**config.mk**
```make
export PLATFORM = sky130hd
export DESIGN_NAME = button_debounce_press_classifier_flat
export DESIGN_NICKNAME = d
export VERILOG_FILES = /design/src/design/bdpc_pkg.sv /design/src/design/bdpc_if.sv /design/src/design/button_debounce_press_classifier.sv /design/src/flat_wrapper.sv
export SDC_FILE = /design/constraint.sdc
export NUM_CORES = 1
export LEC_CHECK = 0
export BUFFER_PORTS_ARGS = -buffer_cell sky130_fd_sc_hd__buf_4
export CAP_MARGIN = 10
export CORE_MARGIN = 2
export CORE_UTILIZATION = 33
export CTS_CLUSTER_DIAMETER = 40
export DETAILED_ROUTE_END_ITERATION = 6
export HOLD_SLACK_MARGIN = 0.02
export PLACE_DENSITY = 0.46
export SYNTH_ARGS = -nofsm -noshare
export SYNTH_HDL_FRONTEND = slang
export SYNTH_SLANG_ARGS = --single-unit
```
**constraint.sdc**
```tcl
create_clock -name i_clk -period 5.9 [get_ports i_clk]
set_clock_uncertainty 0.2 [all_clocks]
set_input_delay 0 -clock i_clk [delete_from_list [all_inputs] [get_ports i_clk]]
set_output_delay 0 -clock i_clk [all_outputs]
set_load 0.01 [all_outputs]
```
**src/design/bdpc_pkg.sv**
```systemverilog
// Package: types, constants and register codes of the button debounce press classifier.
`default_nettype none

package bdpc_pkg;

    // Number of buttons handled in parallel
    localparam int NUM_BUTTONS = 2;

    // Counter widths and limits
    localparam int CNT_W = 16;
    localparam logic [CNT_W-1:0] CNT_MAX = {CNT_W{1'b1}};

    // Configuration registers
    localparam int CFG_ADDR_W = 8;
    localparam logic [CFG_ADDR_W-1:0] REG_DEBOUNCE_TICKS   = 8'd0;
    localparam logic [CFG_ADDR_W-1:0] REG_LONG_PRESS_TICKS = 8'd1;
    localparam logic [CNT_W-1:0] DEBOUNCE_TICKS_RST   = 16'd50;
    localparam logic [CNT_W-1:0] LONG_PRESS_TICKS_RST = 16'd3000;

    // Per-button event codes
    typedef enum logic [1:0] {
        EV_NONE  = 2'd0,
        EV_SHORT = 2'd1,
        EV_LONG  = 2'd2
    } t_event;

    // One tick word: raw levels, 1 means pressed
    typedef struct packed {
        logic next_level;
        logic prev_level;
    } t_tick;

    // One result word
    typedef struct packed {
        logic [1:0] next_event;
        logic [1:0] prev_event;
        logic       next_down;
        logic       prev_down;
    } t_result;

endpackage

`default_nettype wire

```
**src/design/bdpc_if.sv**
```systemverilog
// Interfaces: tick, result and configuration channels.
`default_nettype none

// Tick channel
interface bdpc_tick_if;
    logic                valid;
    logic                ready;
    bdpc_pkg::t_tick     data;

    modport source (output valid, output data, input ready);
    modport sink   (input valid, input data, output ready);
endinterface

// Result channel
interface bdpc_res_if;
    logic                valid;
    logic                ready;
    bdpc_pkg::t_result   data;

    modport source (output valid, output data, input ready);
    modport sink   (input valid, input data, output ready);
endinterface

// Configuration write channel
interface bdpc_cfg_if;
    logic                                valid;
    logic                                ready;
    logic [bdpc_pkg::CFG_ADDR_W-1:0]     addr;
    logic [bdpc_pkg::CNT_W-1:0]          wdata;

    modport source (output valid, output addr, output wdata, input ready);
    modport sink   (input valid, input addr, input wdata, output ready);
endinterface

`default_nettype wire

```
**src/design/button_debounce_press_classifier.sv**
```systemverilog
// Top level: two-button debouncer with short and long press classification.
//
// Usage:
//   i_tick carries one word per millisecond tick with the raw level of each
//   button. o_res returns one word per tick: an event per button (none,
//   short press, long press) and the debounced pressed flag after that tick.
//   i_cfg writes debounce_ticks (addr 0) and long_press_ticks (addr 1); other
//   addresses are ignored. It is always ready; write only while idle.
// Timing:
//   Two stages: an input register and a result register. A result is valid
//   on o_res once its tick word has passed the input register and been
//   written to the result register. One tick per cycle is sustained while
//   o_res is not held; the combinational per-button update allows that rate.
// Reset (i_rst_n low, synchronous):
//   Pipeline empty, all button state zero, registers back to 50 and 3000.
// Stall:
//   While o_res is held (valid without ready) the pipeline stops; i_tick
//   still takes one word into the input register if it is empty, then
//   deasserts ready until the result is taken.
`default_nettype none

module button_debounce_press_classifier (
    input  wire         i_clk,
    input  wire         i_rst_n,
    bdpc_tick_if.sink   i_tick,
    bdpc_res_if.source  o_res,
    bdpc_cfg_if.sink    i_cfg
);
    import bdpc_pkg::*;

    // Configuration registers
    logic [CNT_W-1:0] r_debounce_ticks;
    logic [CNT_W-1:0] r_long_press_ticks;

    // Pipeline registers
    logic                   r_s1_valid;
    logic [NUM_BUTTONS-1:0] r_s1_level;
    logic                   r_out_valid;
    t_result                r_out;

    // Per-button state
    logic [NUM_BUTTONS-1:0] r_last_raw,  n_last_raw;
    logic [NUM_BUTTONS-1:0] r_pending,   n_pending;
    logic [CNT_W-1:0]       r_sample_cnt [NUM_BUTTONS];
    logic [CNT_W-1:0]       n_sample_cnt [NUM_BUTTONS];
    logic [NUM_BUTTONS-1:0] r_down,      n_down;
    logic [CNT_W-1:0]       r_hold_cnt   [NUM_BUTTONS];
    logic [CNT_W-1:0]       n_hold_cnt   [NUM_BUTTONS];
    logic [NUM_BUTTONS-1:0] r_armed,     n_armed;
    t_event                 n_event      [NUM_BUTTONS];

    logic out_free;
    logic s1_advance;
    logic tick_accept;

    // Handshake
    assign out_free    = !r_out_valid || o_res.ready;
    assign s1_advance  = r_s1_valid && out_free;
    assign i_tick.ready = !r_s1_valid || out_free;
    assign tick_accept = i_tick.valid && i_tick.ready;
    assign i_cfg.ready = 1'b1;

    assign o_res.valid = r_out_valid;
    assign o_res.data  = r_out;

    // Configuration writes
    always_ff @(posedge i_clk) begin
        if (!i_rst_n) begin
            r_debounce_ticks   <= DEBOUNCE_TICKS_RST;
            r_long_press_ticks <= LONG_PRESS_TICKS_RST;
        end else if (i_cfg.valid) begin
            case (i_cfg.addr)
                REG_DEBOUNCE_TICKS:   r_debounce_ticks   <= i_cfg.wdata;
                REG_LONG_PRESS_TICKS: r_long_press_ticks <= i_cfg.wdata;
                default: ;
            endcase
        end
    end

    // Input stage
    always_ff @(posedge i_clk) begin
        if (!i_rst_n) begin
            r_s1_valid <= 1'b0;
        end else if (i_tick.ready) begin
            r_s1_valid <= i_tick.valid;
        end
    end

    always_ff @(posedge i_clk) begin
        if (tick_accept) begin
            r_s1_level <= {i_tick.data.prev_level, i_tick.data.next_level};
        end
    end

    // Per-button debounce, sampling and press classification
    always_comb begin
        logic raw;
        logic sampled;
        for (int b = 0; b < NUM_BUTTONS; b++) begin
            raw     = r_s1_level[b];
            sampled = 1'b0;
            n_pending[b]    = r_pending[b];
            n_sample_cnt[b] = r_sample_cnt[b];
            n_down[b]       = r_down[b];
            n_hold_cnt[b]   = r_hold_cnt[b];
            n_armed[b]      = r_armed[b];
            n_event[b]      = EV_NONE;

            // first raw edge arms the sampling delay
            if (raw != r_last_raw[b] && !r_pending[b]) begin
                n_pending[b]    = 1'b1;
                n_sample_cnt[b] = '0;
            end
            n_last_raw[b] = raw;

            // delay running: count, sample when it expires
            if (r_pending[b]) begin
                if (r_sample_cnt[b] != CNT_MAX) begin
                    n_sample_cnt[b] = r_sample_cnt[b] + 1'b1;
                end
                if (n_sample_cnt[b] >= r_debounce_ticks) begin
                    n_pending[b] = 1'b0;
                    sampled      = 1'b1;
                end
            end

            // evaluate the sample
            if (sampled) begin
                if (raw && !r_down[b]) begin
                    n_hold_cnt[b] = '0;
                    n_armed[b]    = 1'b1;
                end else if (!raw && r_down[b]) begin
                    n_armed[b] = 1'b0;
                    if (r_hold_cnt[b] < r_long_press_ticks) begin
                        n_event[b] = EV_SHORT;
                    end
                end
                n_down[b] = raw;
            end

            // long press, reported once per press
            if (n_down[b] && n_armed[b] && n_hold_cnt[b] >= r_long_press_ticks) begin
                n_event[b] = EV_LONG;
                n_armed[b] = 1'b0;
            end

            // saturating hold counter
            if (n_down[b] && n_hold_cnt[b] != CNT_MAX) begin
                n_hold_cnt[b] = n_hold_cnt[b] + 1'b1;
            end
        end
    end

    // State update, one tick per advance
    always_ff @(posedge i_clk) begin
        if (!i_rst_n) begin
            r_last_raw <= '0;
            r_pending  <= '0;
            r_down     <= '0;
            r_armed    <= '0;
            for (int b = 0; b < NUM_BUTTONS; b++) begin
                r_sample_cnt[b] <= '0;
                r_hold_cnt[b]   <= '0;
            end
        end else if (s1_advance) begin
            r_last_raw <= n_last_raw;
            r_pending  <= n_pending;
            r_down     <= n_down;
            r_armed    <= n_armed;
            for (int b = 0; b < NUM_BUTTONS; b++) begin
                r_sample_cnt[b] <= n_sample_cnt[b];
                r_hold_cnt[b]   <= n_hold_cnt[b];
            end
        end
    end

    // Result register
    always_ff @(posedge i_clk) begin
        if (!i_rst_n) begin
            r_out_valid <= 1'b0;
        end else if (out_free) begin
            r_out_valid <= r_s1_valid;
        end
    end

    always_ff @(posedge i_clk) begin
        if (s1_advance) begin
            r_out.next_event <= n_event[0];
            r_out.prev_event <= n_event[1];
            r_out.next_down  <= n_down[0];
            r_out.prev_down  <= n_down[1];
        end
    end

endmodule

`default_nettype wire

```
**src/flat_wrapper.sv**
```systemverilog
// flat-port wrapper written by rule: the top's interface ports become plain ports
module button_debounce_press_classifier_flat import bdpc_pkg::*;
  (i_clk, i_rst_n, i_tick_valid, i_tick_data, i_tick_ready, o_res_valid, o_res_data, o_res_ready, i_cfg_valid, i_cfg_addr, i_cfg_wdata, i_cfg_ready);
  bdpc_tick_if i_tick_i ();
  bdpc_res_if o_res_i ();
  bdpc_cfg_if i_cfg_i ();
  input  wire i_clk;
  input  wire i_rst_n;
  input wire logic [$bits(i_tick_i.valid)-1:0] i_tick_valid;
  input wire logic [$bits(i_tick_i.data)-1:0] i_tick_data;
  output wire logic [$bits(i_tick_i.ready)-1:0] i_tick_ready;
  output wire logic [$bits(o_res_i.valid)-1:0] o_res_valid;
  output wire logic [$bits(o_res_i.data)-1:0] o_res_data;
  input wire logic [$bits(o_res_i.ready)-1:0] o_res_ready;
  input wire logic [$bits(i_cfg_i.valid)-1:0] i_cfg_valid;
  input wire logic [$bits(i_cfg_i.addr)-1:0] i_cfg_addr;
  input wire logic [$bits(i_cfg_i.wdata)-1:0] i_cfg_wdata;
  output wire logic [$bits(i_cfg_i.ready)-1:0] i_cfg_ready;
  assign i_tick_i.valid = i_tick_valid;
  assign i_tick_i.data = i_tick_data;
  assign i_tick_ready = i_tick_i.ready;
  assign o_res_valid = o_res_i.valid;
  assign o_res_data = o_res_i.data;
  assign o_res_i.ready = o_res_ready;
  assign i_cfg_i.valid = i_cfg_valid;
  assign i_cfg_i.addr = i_cfg_addr;
  assign i_cfg_i.wdata = i_cfg_wdata;
  assign i_cfg_ready = i_cfg_i.ready;
  button_debounce_press_classifier u_core (.i_clk(i_clk), .i_rst_n(i_rst_n), .i_tick(i_tick_i), .o_res(o_res_i), .i_cfg(i_cfg_i));
endmodule
```
==> impl_metrics.env <==
export IMPL_syn_instance_count=982
export IMPL_critPathKind="reg -> reg"
export IMPL_timing_critical_path_slowest_cell_delay_ns=0.52
export IMPL_cp_arrival_ns=5.50
export IMPL_worst_hold_path_type="in -> reg"
export IMPL_layout_min_cycle_time_ns=5.45
export IMPL_net_count_after_synthesis=1111
export IMPL_syn_avg_cell_area_sq_um=8.76
export IMPL_finalSetupViolCount=0
export IMPL_hold_end="u_core.r_debounce_ticks[1]"
export IMPL_h_tree_depth=4
export IMPL_vdd_drop_max_uv=183
export IMPL_worst_skew_pair_late_latency_ns=0.42
export IMPL_antenna_left=0
export IMPL_outcome="completed"
export IMPL_routed_wire_length_per_instance_um=18.2
export IMPL_relative_contribution_of_combinational_cells_to_total_power_pct=13.2
export IMPL_worst_path_max_fanout=13
export IMPL_clock_sinks=114
export IMPL_start_util_pct=33.3
export IMPL_netlist_area_sq_mm=0.00860
export IMPL_areaGrowthSynthToFinish_pct=20.3
export IMPL_maxClockFrequency_mhz=184
export IMPL_register_bit_total_from_synthesis=114
export IMPL_hpwl_mm=19.1
export IMPL_synth_top_cells_by_area="edfxtp_1, ha_1, dfxtp_1"
export IMPL_hp_start="i_cfg_addr[5]"
export IMPL_grt_antenna_before_repair=0
export IMPL_r2r_slack_ns=0.45
export IMPL_netlist_cell_type_count=82
export IMPL_final_setup_tns_ns=0
export IMPL_cell_with_the_largest_stage_delay_on_the_worst_path="or4_1"
export IMPL_wirelength_mm=25.6
export IMPL_ys_seq_area_share_pct=34.9
export IMPL_antennaDiodeCount=0
export IMPL_max_slew_worst_pin_slew_ns=1.20
export IMPL_crit_top_cell="and3_1"
export IMPL_n_fill_cell=2648
export IMPL_power_frac_seq_pct=39.5
export IMPL_routability_congestion_estimate_from_global_placement=0.821
export IMPL_finalHoldViolCount=0
export IMPL_crit_reg2reg_capture="u_core.r_hold_cnt[0][13]"
export IMPL_finish_net_count=1193
export IMPL_netSwitchingFraction_pct=27.2
export IMPL_io_pin_count=40
export IMPL_grt_pass1_wl_mm=40.6
export IMPL_synth_area_leader_cell="edfxtp_1"
export IMPL_clk_transition_reported_paths_ns=0.06
export IMPL_timing_critical_path_from="u_core.r_sample_cnt[0][1]"
export IMPL_detail_route_drc_violations=0
export IMPL_detailedRoute_firstPassIterationCount=5
export IMPL_leakage_nw=4.13
export IMPL_die_area_sq_mm=0.0274
export IMPL_die_width_um=165
export IMPL_worstPathRequired_ns=5.95
export IMPL_pwr_share_clk_pct=47.2
export IMPL_grt_usage_pct=19.4
export IMPL_synth_warning_count=0
export IMPL_fp_row_count=59
export IMPL_drive_gt1_share_pct=12.2
export IMPL_r2r_start="u_core.r_sample_cnt[0][1]"
export IMPL_timing_max_cap_violations=0
export IMPL_slew_headroom_pct=19.7
export IMPL_worst_r2r_cell_count=21
export IMPL_worst_setup_path_start_kind="flip-flop"
export IMPL_clockRootBuffer="clkbuf_16"
export IMPL_worstPathCellList="ha_2 -> and3_1 -> and3_2 -> nand4bb_1 -> buf_4 -> o21ai_0 -> a22oi_1 -> ha_1 -> nand4_1 -> nor4_2 -> a22o_1 -> o21ai_2 -> and2_1 -> ha_1 -> and3_1 -> and4_1 -> and3_1 -> nor2_1 -> o211ai_1 -> or4_1 -> a21oi_1"
export IMPL_io_buffer_count=38
export IMPL_critPathCaptureType="flip-flop"
export IMPL_grt_start_max_net_pins=35
export IMPL_synth_edff_count=72
export IMPL_p_int_mw=1.72
export IMPL_asyncSetResetFlopFracSynth_pct=0
export IMPL_period_share_pct=92.3
export IMPL_cts_buffers_inserted=17
export IMPL_max_clock_path_buffers=2
export IMPL_floorplan_die_height_um=165
export IMPL_total_power_mw=2.37
export IMPL_grt_setup_unrepaired="false"
export IMPL_first_global_vias=7190
export IMPL_core_area_sq_mm=0.0258
export IMPL_final_max_slew_violation_count=0
export IMPL_detail_route_vias_per_cell=5.31
export IMPL_netlist_area_leader_share_pct=25.1
export IMPL_ys_flop_type="edfxtp_1"
export IMPL_tritoncts_clock_tree="built"
export IMPL_power_switching_mw=0.644
export IMPL_drt_first_iter_violations=531
export IMPL_vias=7498
export IMPL_holdPathStages=5
export IMPL_pwr_density_cell_mw_per_mm2=229
export IMPL_yosys_top_cells_count="ha_1, nor2_1, nand2_1"
export IMPL_grt_overflow_total=0
[worst max-delay path by stage]
| stage | endpoint | slack, ns | depth (start not counted) |
|---|---|---|---|
| finish | u_core.r_hold_cnt[0][13] | 0.45 | 21 |
| global placement | u_core.r_hold_cnt[0][8] | 0.16 | 22 |
| floorplan | u_core.r_hold_cnt[0][0] | 0.66 | 23 |
| detailed placement | u_core.r_hold_cnt[0][13] | 0.21 | 21 |
| CTS | u_core.r_hold_cnt[0][13] | 0.17 | 21 |
| global route | u_core.r_hold_cnt[0][13] | 0.005 | 21 |
[per-stage QoR]
step           setup slack [ns]  area [sq um]  util (%)  cells  hold WS, ns
3_3_place_gp              0.162          9340      36.2   1344      -0.0211
3_5_place_dp              0.206          9340      36.2   1344      -0.0205
5_1_grt                 0.00469         10400      40.1   1412        0.107
6_report                  0.454         10400      40.1   1412       0.0448
2_1_floorplan             0.659          8600         -    982       -0.101
4_1_cts                   0.165         10300      39.9   1411       0.0364
[final cells by class]
class / count / area, sq um / area share, %
multi-input combinational: 783 / 5300 / 51.2
clock inverter: 14 / 189 / 1.83
inverter: 51 / 191 / 1.85
timing repair buffer: 97 / 816 / 7.88
tap: 335 / 419 / 4.05
clock buffer: 18 / 429 / 4.15
sequential: 114 / 3000 / 29.0
[critical path, delay by kind of cell, from the launching register on]
family / cells / cell delay, ns
compound gates: 6 / 0.99
fa+ha+maj: 3 / 0.81
buf+inv: 1 / 0.23
flops: 1 / 0.40
simple gates: 11 / 2.64
[sequential cells by signal, summed over array words and instances (netlist names)]
signal,flops
u_core.r_debounce_ticks,16
u_core.r_long_press_ticks,16
u_core.r_armed,2
u_core.r_down,2
u_core.r_s1_valid,1
u_core.o_res.data,6
u_core.n_last_raw,2
u_core.o_res.valid,1
u_core.r_hold_cnt,32
u_core.r_sample_cnt,32
u_core.r_pending,2
u_core.r_last_raw,2
[layer usage]
layer / vias up / global-route usage, % / share of wire (%)
met5: - / 0 / 0
met4: 0 / 5.13 / 1.2
met3: 20 / 2.20 / 2.6
met2: 135 / 33.0 / 48
met1: 3543 / 26.0 / 48
li1: 3800 / - / -
[what timing repair did]
item,4_1_cts,5_1_grt
hold endpoints to repair,42,0
buffers inserted,0,1
hold buffers,35,0
setup endpoints to repair,0,27
gates resized for setup,0,9
[placed cells by master, fill, tap and decap left out, types with 4 or more instances in the layout]
| master | n |
|---|---|
| o21ai_0 | 62 |
| a31o_2 | 4 |
| bufinv_16 | 4 |
| nand3_1 | 35 |
| nor2_1 | 97 |
| o21a_1 | 7 |
| clkbuf_16 | 17 |
| nor2b_1 | 6 |
| nor3_1 | 17 |
| a31oi_1 | 9 |
| nor4_1 | 8 |
| nand4_1 | 23 |
| ha_1 | 97 |
| nand2b_1 | 6 |
| dfxtp_1 | 42 |
| buf_4 | 62 |
| edfxtp_1 | 72 |
| a21oi_1 | 69 |
| dlygate4sd3_1 | 35 |
| a21o_1 | 16 |
| and2_1 | 39 |
| nand2_1 | 94 |
| a211oi_1 | 7 |
| xor2_1 | 12 |
| and3_1 | 15 |
| o211ai_1 | 11 |
| or3_1 | 14 |
| and4_1 | 5 |
| inv_1 | 50 |
| o22ai_1 | 4 |
| mux2i_1 | 35 |
| clkinv_4 | 4 |
| xnor2_1 | 10 |
[power groups by stage]
stage / clock network (mW) / logic (mW) / registers [mW]
floorplan: 0 / 0.202 / 0.934
global placement: 0 / 0.299 / 0.952
detailed placement: 0 / 0.298 / 0.951
CTS: 1.13 / 0.312 / 0.934
global route: 1.17 / 0.354 / 0.940
finish: 1.12 / 0.313 / 0.935
[cell families after synthesis]
family                     Yosys count  synth area share (%)
and+or+nand+nor                    386                  22.4
AOI/OAI and AO/OA                  239                  17.9
DFF                                114                  34.9
adders and majority gates           98                  14.3
buffers and inverters               85                  3.85
muxes                               37                  4.33
xor gates and xnor gates            22                  2.24
other                                1                0.0436
(Power assumes the default switching activity.)
